[src/rtl/cmt_fifo.sv]
// ----------------------------------------------------------------------------
// cmt_fifo: small register queue
// Power-of-two depth, registered storage, count-based full and empty.
// ----------------------------------------------------------------------------
module cmt_fifo #(
  parameter int WIDTH = 8,
  parameter int DEPTH = 2
) (
  input  logic             clk,
  input  logic             rst_n,
  input  logic             push,
  input  logic [WIDTH-1:0] wdata,
  output logic             full,
  input  logic             pop,
  output logic [WIDTH-1:0] rdata,
  output logic             empty
);

  localparam int PW = $clog2(DEPTH);
  localparam int CW = $clog2(DEPTH + 1);

  logic [WIDTH-1:0] slot_r [DEPTH];
  logic [PW-1:0]    wp_r, wp_nxt, rp_r, rp_nxt;
  logic [CW-1:0]    cnt_r, cnt_nxt;
  logic             do_push, do_pop;

  assign full    = (cnt_r == CW'(DEPTH));
  assign empty   = (cnt_r == '0);
  assign do_push = push && !full;
  assign do_pop  = pop && !empty;
  assign rdata   = slot_r[rp_r];

  // advance pointers and occupancy
  always_comb begin
    wp_nxt  = do_push ? wp_r + 1'b1 : wp_r;
    rp_nxt  = do_pop ? rp_r + 1'b1 : rp_r;
    cnt_nxt = cnt_r + CW'(do_push) - CW'(do_pop);
  end

  always_ff @(posedge clk) begin
    if (!rst_n) begin
      wp_r  <= '0;
      rp_r  <= '0;
      cnt_r <= '0;
    end else begin
      wp_r  <= wp_nxt;
      rp_r  <= rp_nxt;
      cnt_r <= cnt_nxt;
    end
  end

  always_ff @(posedge clk) begin
    if (do_push) begin
      slot_r[wp_r] <= wdata;
    end
  end

endmodule

[config.mk]
export PLATFORM = sky130hd
export DESIGN_NAME = cmt_fifo
export DESIGN_NICKNAME = d
export VERILOG_FILES = /design/src/rtl/cmt_fifo.sv
export SDC_FILE = /design/constraint.sdc
export NUM_CORES = 1
export LEC_CHECK = 0
export BUFFER_PORTS_ARGS = -buffer_cell sky130_fd_sc_hd__buf_2
export CAP_MARGIN = 10
export CORE_MARGIN = 1
export CORE_UTILIZATION = 55
export CTS_BUF_LIST = sky130_fd_sc_hd__clkbuf_8
export CTS_CLUSTER_SIZE = 12
export DETAILED_ROUTE_END_ITERATION = 10
export GPL_ROUTABILITY_DRIVEN = 1
export PLACE_DENSITY_LB_ADDON = 0.08
export SYNTH_ARGS = -nofsm -noshare
export SYNTH_HDL_FRONTEND = slang
export SYNTH_SLANG_ARGS = --single-unit
export TNS_END_PERCENT = 5
[constraint.sdc]
create_clock -name clk -period 3.1 [get_ports clk]
set_clock_uncertainty 0.05 [all_clocks]
set_input_delay 0.465 -clock clk [delete_from_list [all_inputs] [get_ports clk]]
set_output_delay 0.465 -clock clk [all_outputs]
set_load 0.1 [all_outputs]
## Word level (Yosys, flattened, before mapping)

Memory sizes are Yosys's and may differ from the RTL's. A register that Yosys moved wholly into a read port is not among the register bits.
Cells that the tools add are included.

| storage, ports and cells | value |
|---|---|
| RAM bits | 16 |
| register bits | 4 |
| bits of input ports | 12 |
| logic and storage cells | 18 |
| output and inout port bits | 10 |
| ROM bits | 0 |
| memories kept | 1 |
| latch bits | 0 |

| operators by class | value |
|---|---|
| equality and inequality tests | 1 |
| add/sub/neg operators | 4 |
| shift-type cells | 0 |
| reduce and logical (&&, ||, !) cells | 5 |
| magnitude comparators | 0 |
| bitwise gates (word level) | 0 |
| muxes and demuxes | 4 |
| multipliers | 0 |
| divide/modulo/power cells | 0 |

Memory list:

| name | words | width | rd ports | clocked after Yosys merged registers in | write ports | line | RTL |
|---|---|---|---|---|---|---|---|
| slot_r | 2 | 8 | 1 | 1 | 1 | 22 | `logic [WIDTH-1:0] slot_r [DEPTH];` |

Operators by type and width:

| cell | number |
|---|---|
| two-way mux 1 bit | 4 |
| adder 1 bit, second input constant | 2 |
| adder 2 x 1 -> 2 bit | 1 |
| equality test 2 bit, second input constant | 1 |
| logical AND 1 bit | 2 |
| zero test 1 bit | 2 |
| zero test 2 bit | 1 |
| subtractor 2 x 1 -> 2 bit | 1 |

## Longest topological paths before layout

| logic depth | value |
|---|---|
| word-level depth | 5 |
| mapped depth | 8 |
| mapped depth without buffers | 8 |

## Worst setup path after synthesis

OpenSTA, ideal clock, no wires.

| timing path | value |
|---|---|
| kind | reg2out |
| from | register cnt_r[1] |
| to | output empty |
| cell stages (with the launch flop) | 2 |
| slack | 0.997 ns |
| data arrival time | 1.588 ns |
| cells stage by stage | dfxtp_1 nor2_1 |

| on the way | value |
|---|---|
| longest elaborated chain between the ends | 1 |

Ends and longest elaborated chain:

| what | line | RTL |
|---|---|---|
| start, declared | 24 | `logic [CW-1:0] cnt_r, cnt_nxt;` |
| start signal, assigned | 48 | `cnt_r <= cnt_nxt;` |
| zero test 2 bit | 28 | `assign empty = (cnt_r == '0);` |
| end, declared | 16 | `output logic empty` |

No other way between the ends.

==> out/metrics.cfg <==
[worst_hold_path]
min_path_type = in2reg

[setup_path]
cp.arrival_ns = 1.45
critPathKind = reg2out
cp.required_ns = 2.58
crit_path_end_kind = primary output
startpoint_type = flop
cp_max_fo = 8

[drt]
avgViaCountPerCell = 4.95
post_drt_wl_per_cell_um = 12.8
firstDrtPassIters = 4
drc_errors = 0
ant_nets = 0
vias = 450
routed_wl_um = 1170
drt_iter0_drc = 16

[synthesis]
synth_fa_ha_area_frac = 0.0308
synth_xor_area_frac = 0.0216
syn_avg_cell_area_sq_um = 15.6
synth_top_family_by_area = multiplexers
yosysSeqAreaShare = 0.715
synth_compound_area_frac = 0.0108
yosysWarnings = 0
synth_top_area_frac = 0.592
synth_simple_gate_area_share = 0.0786
synth_mux_area_frac = 0.123
netlist_instances = 52
netlist_area_sq_um = 812
ys_types = 17
synthesis.nets = 66
synth_top_cells_by_area = edfxtp_1, dfxtp_1, mux2_2
yosys.area.top_type = edfxtp_1
ys_seq_elements = 21

[global_route]
grt_pass1_vias = 348
grtUsageTotal = 0.150
grt_max_degree = 13
antenna_found_initial = 0
grt_pass1_wl_um = 1530
overflow = 0

[cts]
clk_path_buf_depth = 2
insertion_delay_ns = 0.25
ctsHoldBuffers = 0
h-tree-depth = 1
cts_tree = yes
path_clk_slew_ns = 0.07
numClockSinks = 21
clockRootBuffer = clkbuf_8
cts_buffers = 3
cts_resized = 0
postCtsSetupBuffers = 0

[sta]
period_share = 0.635
maxSlewHeadroom = 0.559
whs_ns = 0.351
worst_pin_slew_ns = 0.658
fmax_mhz = 508
setup_viol = 0
setup_tns_ns = 0
rsz0062_at_grt = false
report.final.slew_viol_count = 0
period_minus_slack_ns = 1.97
hold_viol = 0

[floorplan]
start_util = 0.609
die_w_um = 40.4
row_count = 13
core_area_sq_mm = 0.00133
die_height_um = 40.4
dieArea_sq_mm = 0.00163
ioPinCount = 22

[layout]
area_growth_pct = 20.3
drive_above_1_share = 0.461
nNetsFinal = 91
insertedDiodeCount = 0

[place]
place_hpwl_um = 884
gp_congestion = 0.642
portBuffers = 21

[status]
run_status = finished, final reports clean

[job]
cap_violations = 0

## path summary, 6_finish.rpt
path	from	slack, ns	depth (start not counted)	to
worst max-delay path	flop	1.13	2	rdata[4]
worst min-delay path	wdata[4]	0.35	1	slot_r[1][4]$_DFFE_PP_
worst max register to register	cnt_r[0]$_SDFF_PN0_	1.41	8	cnt_r[1]$_SDFF_PN0_
worst min register to register	wp_r$_SDFFE_PN0N_	0.46	2	wp_r$_SDFFE_PN0N_
## layout by cell type, fill, tap and decap left out, drive strengths merged
master / n
dfxtp: 5
mux2: 8
nor3: 1
xnor2: 1
clkbuf: 3
ha: 2
buf: 21
nand2b: 2
mux2i: 1
nor2: 5
xor2: 1
edfxtp: 16
o21a: 1
and2: 2
nand2: 2
inv: 3
and3: 1
clkinv: 1
## through the flow
| step | util | instance area [sq um] | setup WS, ns | cells |
|---|---|---|---|---|
| floorplan | - | 812 | 0.997 | 52 |
| global placement | 0.698 | 931 | 1.37 | 87 |
| detailed placement | 0.698 | 931 | 1.34 | 87 |
| CTS | 0.733 | 977 | 1.12 | 91 |
| global route | 0.733 | 977 | 1.06 | 91 |
| finish | 0.733 | 977 | 1.13 | 91 |
## per-layer routing
layer | wire [um] | GRT usage
met4 | 0 | 0.0500
met5 | 0 | 0
met2 | 581 | 0.242
met3 | 43 | 0.0333
met1 | 544 | 0.199
## cell families (layout without fill, tap and decap cells)
group,after synthesis,after routing
AOI/OAI and AO/OA,1,1
xor gates and xnor gates,2,2
adders and majority gates,2,2
buffers and inverters,4,28
DFF,21,21
muxes,9,9
and+or+nand+nor,13,13
## cells in the mapped netlist
cell       n
o21a_2     1
xor2_1     1
ha_1       2
inv_1      3
mux2i_1    1
nand2_1    2
nor3_1     1
mux2_2     8
and2_1     1
nand2b_1   2
nor2_1     5
edfxtp_1  16
dfxtp_1    5
buf_2      1
and3_1     1
and2_2     1
xnor2_1    1
## registers in the layout (all words and copies together) (netlist names), named ones only
signal / flops
cnt_r: 2
slot_r: 16
rp_r: 1
wp_r: 1
## critical path, stage by stage (launching register included)
cell     delay (ns)
dfxtp_1        0.52
mux2_2         0.39
buf_2          0.29
## layout make-up
cell class | count | area, sq um
well taps | 15 | 18.8
repair buffers | 21 | 105
fillers | 84 | 357
clock inverters | 1 | 5.00
clock buffers | 3 | 41.3
multi-input cells | 27 | 215
inverters | 3 | 11.3
flip-flops and latches | 21 | 581
Power is not shown: default switching activity piles up to over one toggle a cycle in this logic, so the estimate is an artifact.
