$ cat config.mk
export PLATFORM = sky130hd
export DESIGN_NAME = cmt_front
export DESIGN_NICKNAME = d
export VERILOG_FILES = /design/src/rtl/cmt_pkg.sv /design/src/rtl/cmt_fifo.sv /design/src/rtl/cmt_front.sv
export SDC_FILE = /design/constraint.sdc
export NUM_CORES = 1
export LEC_CHECK = 0
export BUFFER_PORTS_ARGS = -buffer_cell sky130_fd_sc_hd__buf_2
export CAP_MARGIN = 30
export CORE_MARGIN = 3
export CORE_UTILIZATION = 50
export CTS_CLUSTER_DIAMETER = 40
export DETAILED_ROUTE_END_ITERATION = 6
export PLACE_DENSITY_LB_ADDON = 0.08
export RECOVER_POWER = 50
export SLEW_MARGIN = 20
export SYNTH_ARGS = -nofsm -noshare
export SYNTH_HDL_FRONTEND = slang
export SYNTH_HIERARCHICAL = 1
export SYNTH_SLANG_ARGS = --single-unit
$ cat constraint.sdc
create_clock -name clk -period 9.1 [get_ports clk]
set_input_delay 0.91 -clock clk [delete_from_list [all_inputs] [get_ports clk]]
set_output_delay 0.91 -clock clk [all_outputs]
set_load 0.1 [all_outputs]
$ cat src/rtl/cmt_pkg.sv
// ----------------------------------------------------------------------------
// cmt_pkg: shared types and constants of the CAN message table monitor
// Item, result, command and table entry layouts, action and mode codes.
// ----------------------------------------------------------------------------
package cmt_pkg;

  // action codes of an input item
  localparam logic [1:0] ACT_RX      = 2'd0;
  localparam logic [1:0] ACT_TICK    = 2'd1;
  localparam logic [1:0] ACT_SCAN    = 2'd2;
  localparam logic [1:0] ACT_COLLECT = 2'd3;

  // entry modes
  localparam logic [1:0] MODE_NONE = 2'd0;
  localparam logic [1:0] MODE_TX   = 2'd1;
  localparam logic [1:0] MODE_RX   = 2'd2;

  // result kinds
  localparam logic [1:0] KIND_FRAME  = 2'd0;
  localparam logic [1:0] KIND_REPORT = 2'd1;
  localparam logic [1:0] KIND_DONE   = 2'd2;

  // configuration register indexes
  localparam logic CFG_COUNT_LIMIT  = 1'b0;
  localparam logic CFG_AGE_INTERVAL = 1'b1;

  // start-up contents of every entry's data
  localparam logic [63:0] DATA_INIT = 64'h0000_9abc_5678_1234;

  typedef struct packed {
    logic [1:0]  action;
    logic [31:0] now_ms;
    logic [10:0] frame_id;
    logic [3:0]  frame_len;
    logic [63:0] frame_bytes;
    logic        remote_request;
    logic        extended_frame;
    logic [10:0] scan_base;
  } in_t;

  typedef struct packed {
    logic [1:0]  kind;
    logic [10:0] entry_id;
    logic [3:0]  entry_len;
    logic [63:0] entry_bytes;
    logic [31:0] period_ms;
    logic [31:0] unchanged_counts;
    logic [31:0] unheard_counts;
    logic [5:0]  report_count;
    logic        last;
  } out_t;

  // classified command passed from the front to the engine
  typedef struct packed {
    logic [1:0]  op;
    logic [31:0] now_ms;
    logic [10:0] frame_id;
    logic [3:0]  frame_len;
    logic [63:0] frame_bytes;
    logic [10:0] scan_base;
  } cmd_t;

  typedef struct packed {
    logic [1:0]  mode;
    logic [3:0]  len;
    logic [31:0] period;
    logic [31:0] seen;
    logic [63:0] data;
    logic [31:0] unch;
    logic [31:0] unheard;
  } entry_t;

  typedef struct packed {
    logic [3:0]  count_limit;
    logic [15:0] age_interval_ms;
  } cfg_t;

  // zero the bytes beyond the length
  function automatic logic [63:0] mask_bytes(input logic [63:0] d, input logic [3:0] len);
    logic [63:0] r;
    r = d;
    for (int k = 0; k < 8; k++) begin
      if (4'(k) >= len) begin
        r[k*8 +: 8] = 8'h00;
      end
    end
    return r;
  endfunction

  // saturating increment of the counters of the first len bytes
  function automatic logic [31:0] age_counts(input logic [31:0] p, input logic [3:0] len,
                                             input logic [3:0] limit);
    logic [31:0] r;
    r = p;
    for (int k = 0; k < 8; k++) begin
      if (4'(k) < len && p[k*4 +: 4] < limit) begin
        r[k*4 +: 4] = p[k*4 +: 4] + 4'd1;
      end
    end
    return r;
  endfunction

endpackage

$ cat src/rtl/cmt_fifo.sv
// ----------------------------------------------------------------------------
// cmt_fifo: small register queue
// Power-of-two depth, registered storage, count-based full and empty.
// ----------------------------------------------------------------------------
module cmt_fifo #(
  parameter int WIDTH = 8,
  parameter int DEPTH = 2
) (
  input  logic             clk,
  input  logic             rst_n,
  input  logic             push,
  input  logic [WIDTH-1:0] wdata,
  output logic             full,
  input  logic             pop,
  output logic [WIDTH-1:0] rdata,
  output logic             empty
);

  localparam int PW = $clog2(DEPTH);
  localparam int CW = $clog2(DEPTH + 1);

  logic [WIDTH-1:0] slot_r [DEPTH];
  logic [PW-1:0]    wp_r, wp_nxt, rp_r, rp_nxt;
  logic [CW-1:0]    cnt_r, cnt_nxt;
  logic             do_push, do_pop;

  assign full    = (cnt_r == CW'(DEPTH));
  assign empty   = (cnt_r == '0);
  assign do_push = push && !full;
  assign do_pop  = pop && !empty;
  assign rdata   = slot_r[rp_r];

  // advance pointers and occupancy
  always_comb begin
    wp_nxt  = do_push ? wp_r + 1'b1 : wp_r;
    rp_nxt  = do_pop ? rp_r + 1'b1 : rp_r;
    cnt_nxt = cnt_r + CW'(do_push) - CW'(do_pop);
  end

  always_ff @(posedge clk) begin
    if (!rst_n) begin
      wp_r  <= '0;
      rp_r  <= '0;
      cnt_r <= '0;
    end else begin
      wp_r  <= wp_nxt;
      rp_r  <= rp_nxt;
      cnt_r <= cnt_nxt;
    end
  end

  always_ff @(posedge clk) begin
    if (do_push) begin
      slot_r[wp_r] <= wdata;
    end
  end

endmodule

$ cat src/rtl/cmt_front.sv
// ----------------------------------------------------------------------------
// cmt_front: input stage of the table monitor
// Takes input beats, drops ignored frames, clamps the length and queues
// commands for the engine.
// ----------------------------------------------------------------------------
module cmt_front
  import cmt_pkg::*;
#(
  parameter int ENTRY_COUNT = 2048
) (
  input  logic clk,
  input  logic rst_n,
  input  logic in_push,
  input  in_t  in_item,
  output logic in_full,
  input  logic clearing,
  input  logic cmd_pop,
  output cmd_t cmd,
  output logic cmd_empty
);

  localparam logic [11:0] ENTRY_LIM = 12'(ENTRY_COUNT);

  logic q_full, keep, take;
  cmd_t cmd_in;

  // drop remote, extended and out-of-table frames
  always_comb begin
    keep = 1'b1;
    if (in_item.action == ACT_RX) begin
      keep = !in_item.remote_request && !in_item.extended_frame &&
             ({1'b0, in_item.frame_id} < ENTRY_LIM);
    end
    cmd_in.op          = in_item.action;
    cmd_in.now_ms      = in_item.now_ms;
    cmd_in.frame_id    = in_item.frame_id;
    cmd_in.frame_len   = (in_item.frame_len > 4'd8) ? 4'd8 : in_item.frame_len;
    cmd_in.frame_bytes = in_item.frame_bytes;
    cmd_in.scan_base   = in_item.scan_base;
  end

  assign in_full = q_full || clearing;
  assign take    = in_push && !in_full && keep;

  cmt_fifo #(.WIDTH($bits(cmd_t)), .DEPTH(2)) u_cmdq (
    .clk   (clk),
    .rst_n (rst_n),
    .push  (take),
    .wdata (cmd_in),
    .full  (q_full),
    .pop   (cmd_pop),
    .rdata (cmd),
    .empty (cmd_empty)
  );

endmodule

### Yosys cells after proc, flatten, opt, wreduce, memory -nomap -nowiden

Memories as Yosys holds them, arrays and structs flattened. A register that Yosys moved wholly into a read port is not among the register bits.
Cells that the tools add are included.

| storage, ports and cells | value |
|---|---|
| bits in registers | 4 |
| memory bits (writable) | 248 |
| memories kept | 1 |

Memories:

| memory | words | bits a word | rd ports | clocked after Yosys merged registers in | wr ports | line | RTL |
|---|---|---|---|---|---|---|---|
| u_cmdq.slot_r | 2 | 124 | 1 | 1 | 1 | cmt_fifo.sv:22 | `logic [WIDTH-1:0] slot_r [DEPTH];` |

| operators by class | value |
|---|---|
| add/sub/neg operators | 4 |
| order comparisons | 1 |
| equality and inequality tests | 1 |
| mux-type cells | 6 |
| reductions and logical operators | 13 |

Operators with widths:

| operator | count |
|---|---|
| logical AND 1 bit | 5 |
| logical NOT 1 bit | 5 |
| two-way mux 1 bit | 5 |
| > comparator 4 bit, second input constant | 1 |
| logical NOT 2 bit | 2 |
| two-way mux 4 bit | 1 |
| adder 1 bit, second input constant | 2 |
| adder 2 x 1 -> 2 bit | 1 |
| equality test 2 bit, second input constant | 1 |
| subtractor 2 x 1 -> 2 bit | 1 |
| logical OR 1 bit | 1 |

### Depth between registers and ports, before layout

| depth | value |
|---|---|
| depth after elaboration | 8 |
| gate-level depth with buffers | 11 |
| mapped depth without buffers | 11 |

### Cells and area by module

Netlist, hierarchy kept.

Modules (own cells, without submodules):

| module | instances | cells an instance | area each (sq um) | sequential area each (sq um) |
|---|---|---|---|---|
| cmt_fifo | 1 | 413 | 9422.8 | 7547.2 |
| cmt_front | 1 | 8 | 43.8 | 0.0 |

### Worst setup path before layout

No wires, ideal clock.

| path | value |
|---|---|
| kind | input port to flip-flop |
| start | input port clearing |
| end | memory u_cmdq/slot_r[0][0] in the netlist's numbering, enable pin |
| arrival | 6.462 ns |
| path slack | 2.030 ns |
| cell stages on the path | 4 |
| path buffers | 0 |
| path through | nor2_1 o311a_1 nand2_1 nor2_1 |

| on the way | value |
|---|---|
| longest elaborated chain between the ends | 7 |

Ends and longest elaborated chain:

| element | line | RTL |
|---|---|---|
| start, declared | cmt_front.sv:16 | `input logic clearing,` |
| logical OR 1 bit | cmt_front.sv:42 | `assign in_full = q_full \|\| clearing;` |
| logical NOT 1 bit | cmt_front.sv:43 | `assign take = in_push && !in_full && keep;` |
| logical AND 1 bit (2 in series) | cmt_front.sv:43 |  |
| via take | cmt_front.sv:24 | `logic q_full, keep, take;` |
| logical AND 1 bit | cmt_fifo.sv:29 | `assign do_push = push && !full;` |
| two-way mux 1 bit | cmt_fifo.sv:53 | `if (do_push) begin` |
| two-way mux 1 bit (implied by the code) | cmt_fifo.sv:54 | `slot_r[wp_r] <= wdata;` |
| end, declared | cmt_fifo.sv:22 |  |

The timed path passes the listed nets, and every way through them passes these cells.

### Worst setup path after layout

| path | value |
|---|---|
| start | register u_cmdq.cnt_r[0] |
| end | memory u_cmdq/slot_r[1][21] in the netlist's numbering, enable pin |

| on the way | value |
|---|---|
| longest elaborated chain between the ends | 8 |

Ends and longest elaborated chain:

| element | line | RTL |
|---|---|---|
| start, declared | cmt_fifo.sv:24 | `logic [CW-1:0] cnt_r, cnt_nxt;` |
| start signal, assigned | cmt_fifo.sv:48 | `cnt_r <= cnt_nxt;` |
| equality test 2 bit | cmt_fifo.sv:27 | `assign full = (cnt_r == CW'(DEPTH));` |
| via q_full | cmt_front.sv:24 |  |
| logical OR 1 bit | cmt_front.sv:42 |  |
| logical NOT 1 bit | cmt_front.sv:43 |  |
| logical AND 1 bit (2 in series) | cmt_front.sv:43 |  |
| via take | cmt_front.sv:24 |  |
| logical AND 1 bit | cmt_fifo.sv:29 |  |
| two-way mux 1 bit | cmt_fifo.sv:53 |  |
| two-way mux 1 bit (implied by the code) | cmt_fifo.sv:54 |  |

The timed path passes the listed nets, and every way through them passes these cells.

==> flow_summary_export.csv <==
group,metric,value,unit
floorplanning,num_io_pins,257,
min_path,hold_class,"reg2reg",
timing,min_period_over_period,56.0,%
timing,finClkSkew,0.0138,ns
yosys,synth.cell_area,9470,um2
global_routing,global_route.overflow_total,0,
clocking,cts_made_buffers,35,
status,result_of_the_run,"complete, but fails checks",
global_routing,via_count_of_the_first_global_routing_pass,5057,
layout,layout_common_cells,"sky130_fd_sc_hd__edfxtp_1 (248), sky130_fd_sc_hd__buf_2 (203), sky130_fd_sc_hd__mux2_2 (64)",
clocking,post_cts.repair.setup_buffers,0,
critical_path,end_point_of_the_critical_path,"u_cmdq/slot_r[1][21]$_DFFE_PP_",
clocking,clock_tree.buffer_depth,3,
layout,area_growth,27.3,%
yosys,synth_warnings,6,
layout,finalNetCount,839,
timing,maxSlewHeadroom,-84.7,%
detailed_routing,drt_first_pass_iters,4,
placed_design,gp_congestion,0.712,
timing,finalHoldViolCount,0,
timing,fin_hold_ws,0.514,ns
floorplanning,die_w,144,um
timing,setup_violations,0,
yosys,seq_area_frac_synth,79.7,%
yosys,number_of_different_library_cells_in_the_post_synthesis_netlist,21,
power,cellPowerDensity,383,nW/um2
timing,tns,0,ns
floorplanning,chipHeight,144,um
floorplanning,floorplan.die_area,20600,um2
layout,final_layout_size_suffix_gt1_share,52.9,%
yosys,synth_seq_cells,253,
global_routing,number_of_antenna_violations_at_the_first_check_in_global_routing,3,
critical_path,worstPathArrival,5.20,ns
timing,setup_repair_after_global_routing_missed_its_margin,"no",
status,violations,"capacitance limit, slew limit",
yosys,yosysTopAreaCellShare,78.7,%
clocking,clk_slew_on_worst_s_h_paths,0.05,ns
critical_path,timing_worst_setup_path_type,"reg2reg",
global_routing,grt_start_max_net_pins,67,
detailed_routing,routed_wl,17700,um
global_routing,track_usage,16.8,%
yosys,synth_top_family_by_area,"multiplexers",
power,max-vdd-ir-drop,0.000224,V
yosys,synth_cells,421,
layout,final_core_density,66.0,%
yosys,avgSynthCellArea,22.5,um2
detailed_routing,dr_total_vias,4816,
clocking,ctsResizeCount,0,
yosys,synth.net_count,554,
detailed_routing,detailedRoute.firstIterationViolations,181,
critical_path,origin_of_the_worst_setup_path,"u_cmdq/cnt_r[0]$_SDFF_PN0_",
yosys,synth_simple_gate_area_share,0.938,%
clocking,root_buffer,"sky130_fd_sc_hd__clkbuf_16",
yosys,synth_xor_xnor_area_share,0.185,%
yosys,adder_cell_fraction_of_synth_area,0.264,%
yosys,leading_area_contributor_after_synthesis,"sky130_fd_sc_hd__edfxtp_1",
critical_path,crit_path_max_fanout,59,
global_routing,grt_first_pass_wirelength,26600,um
detailed_routing,post_drt_wl_per_cell,18.5,um
critical_path,worst_r2r_end,"u_cmdq/slot_r[1][21]$_DFFE_PP_",
clocking,clock_sinks,253,
yosys,synth_top_cells_by_area,"sky130_fd_sc_hd__edfxtp_1 (79%), sky130_fd_sc_hd__mux2_4 (9.5%), sky130_fd_sc_hd__mux2_2 (7.6%)",
critical_path,rr_startpoint,"u_cmdq/cnt_r[0]$_SDFF_PN0_",
floorplanning,initial_utilization,51.8,%
clocking,ctsHtreeMaxLevel,2,
critical_path,regToRegSetupSlack,4.00,ns
timing,tightestPinTransition,2.77,ns
critical_path,worst_ep_required_time,9.20,ns
timing,fmaxAchievable,196,MHz
floorplanning,placement_rows,49,
timing,final-max-slew-violation-count,49,
clocking,clkLatencyLatePin,0.48,ns
critical_path,startpoint_type,"register",
placed_design,port-buffer-count,256,
critical_path,r2r_cells,7,
run,cap_viol_max_count,1,
power,leakagePower,0.00450,uW
min_path,hold_path_startpoint,"u_cmdq/rp_r$_SDFFE_PN0P_",
timing,min_period,5.10,ns
layout,layout_commonest_cell,"sky130_fd_sc_hd__edfxtp_1",
yosys,synth_compound_gate_area_share,0.185,%
detailed_routing,drc_violations,0,
yosys,synth_mux_area_share,17.2,%
detailed_routing,postRouteAntennaNets,0,
placed_design,dpl.hpwl,11800,um
clocking,tritoncts,"done",
detailed_routing,avgViaCountPerCell,5.01,
clocking,cts_hold_buffers_added,0,
floorplanning,core_area,18300,um2
critical_path,crit_path_end_kind,"register",
-- cells in the mapped netlist --
cell	count
sky130_fd_sc_hd__and2_1	2
sky130_fd_sc_hd__and3_1	1
sky130_fd_sc_hd__buf_2	6
sky130_fd_sc_hd__buf_6	8
sky130_fd_sc_hd__clkbuf_1	1
sky130_fd_sc_hd__dfxtp_1	5
sky130_fd_sc_hd__edfxtp_1	248
sky130_fd_sc_hd__ha_1	2
sky130_fd_sc_hd__inv_1	4
sky130_fd_sc_hd__mux2_2	64
sky130_fd_sc_hd__mux2_4	60
sky130_fd_sc_hd__mux2i_1	1
sky130_fd_sc_hd__nand2_1	2
sky130_fd_sc_hd__nand2b_1	2
sky130_fd_sc_hd__nor2_1	7
sky130_fd_sc_hd__nor2b_1	3
sky130_fd_sc_hd__nor3_1	1
sky130_fd_sc_hd__o21a_1	1
sky130_fd_sc_hd__o311a_1	1
sky130_fd_sc_hd__xnor2_1	1
sky130_fd_sc_hd__xor2_1	1
-- layer usage --
layer | share of wire [%] | routed length (um) | global-route usage (%) | vias up
li1 | - | - | - | 2245
met1 | 41 | 7210 | 21.3 | 2320
met2 | 47 | 8370 | 26.9 | 207
met3 | 9.3 | 1650 | 5.99 | 40
met4 | 2.8 | 493 | 6.44 | 4
met5 | 0.12 | 22 | 0 | -
-- worst min-delay path by stage --
| stage | slack, ns | cells after the start | to |
|---|---|---|---|
| after floorplan | 0.45 | 2 | u_cmdq/wp_r$_SDFFE_PN0P_ |
| after global placement | 0.50 | 2 | u_cmdq/rp_r$_SDFFE_PN0P_ |
| after detailed placement | 0.50 | 2 | register |
| after CTS | 0.52 | 2 | register |
| after global routing | 0.57 | 2 | u_cmdq/wp_r$_SDFFE_PN0P_ |
| final | 0.51 | 2 | register |
-- flip-flops by register name (all words and copies together) (netlist names), named ones only --
name,flops
u_cmdq/cnt_r,2
u_cmdq/rp_r,1
u_cmdq/slot_r,248
u_cmdq/wp_r,1
-- per-stage QoR --
stage / cell area (um2) / std cells / total power [uW] / setup slack (ns)
2_1_floorplan: 9470 / 421 / 3160 / 2.03
3_3_place_gp: 11000 / 895 / 3370 / 5.20
3_5_place_dp: 11000 / 896 / 3390 / 5.08
4_1_cts: 12100 / 958 / 4660 / 4.97
5_1_grt: 12100 / 961 / 4770 / 3.49
6_report: 12100 / 961 / 4620 / 4.00
-- critical path, cell delays in order (launching register included) --
cell	delay [ns]
sky130_fd_sc_hd__dfxtp_1	0.37
sky130_fd_sc_hd__nand2b_1	0.18
sky130_fd_sc_hd__inv_1	0.07
sky130_fd_sc_hd__nor2_1	0.15
sky130_fd_sc_hd__o311a_1	0.22
sky130_fd_sc_hd__and3_1	0.74
sky130_fd_sc_hd__clkbuf_1	2.02
sky130_fd_sc_hd__buf_4	0.91
-- cells by family after synthesis --
| family | count (synthesis) |
|---|---|
| multiplexers | 125 |
| buffers and inverters | 19 |
| AND/OR/NAND/NOR | 18 |
| adder cells (fa/ha/maj) | 2 |
| flip-flops | 253 |
| XOR/XNOR | 2 |
| AO/OA/AOI/OAI | 2 |
-- area by class of cell --
cell class	count	area (um2)
Antenna cell	1	2.50
Fill cell	1318	6220
Tap cell	229	287
Sequential cell	253	7550
Multi-Input combinational cell	149	1790
Clock buffer	42	945
Timing Repair Buffer	263	1300
Inverter	4	15.0
Clock inverter	20	170
-- power by group --
part	total, uW	internal (uW)	switching, uW
Combinational	1920	386	1530
Clock	1260	798	458
Sequential	1440	1410	38.3
Power figures use the tool's default switching activity.
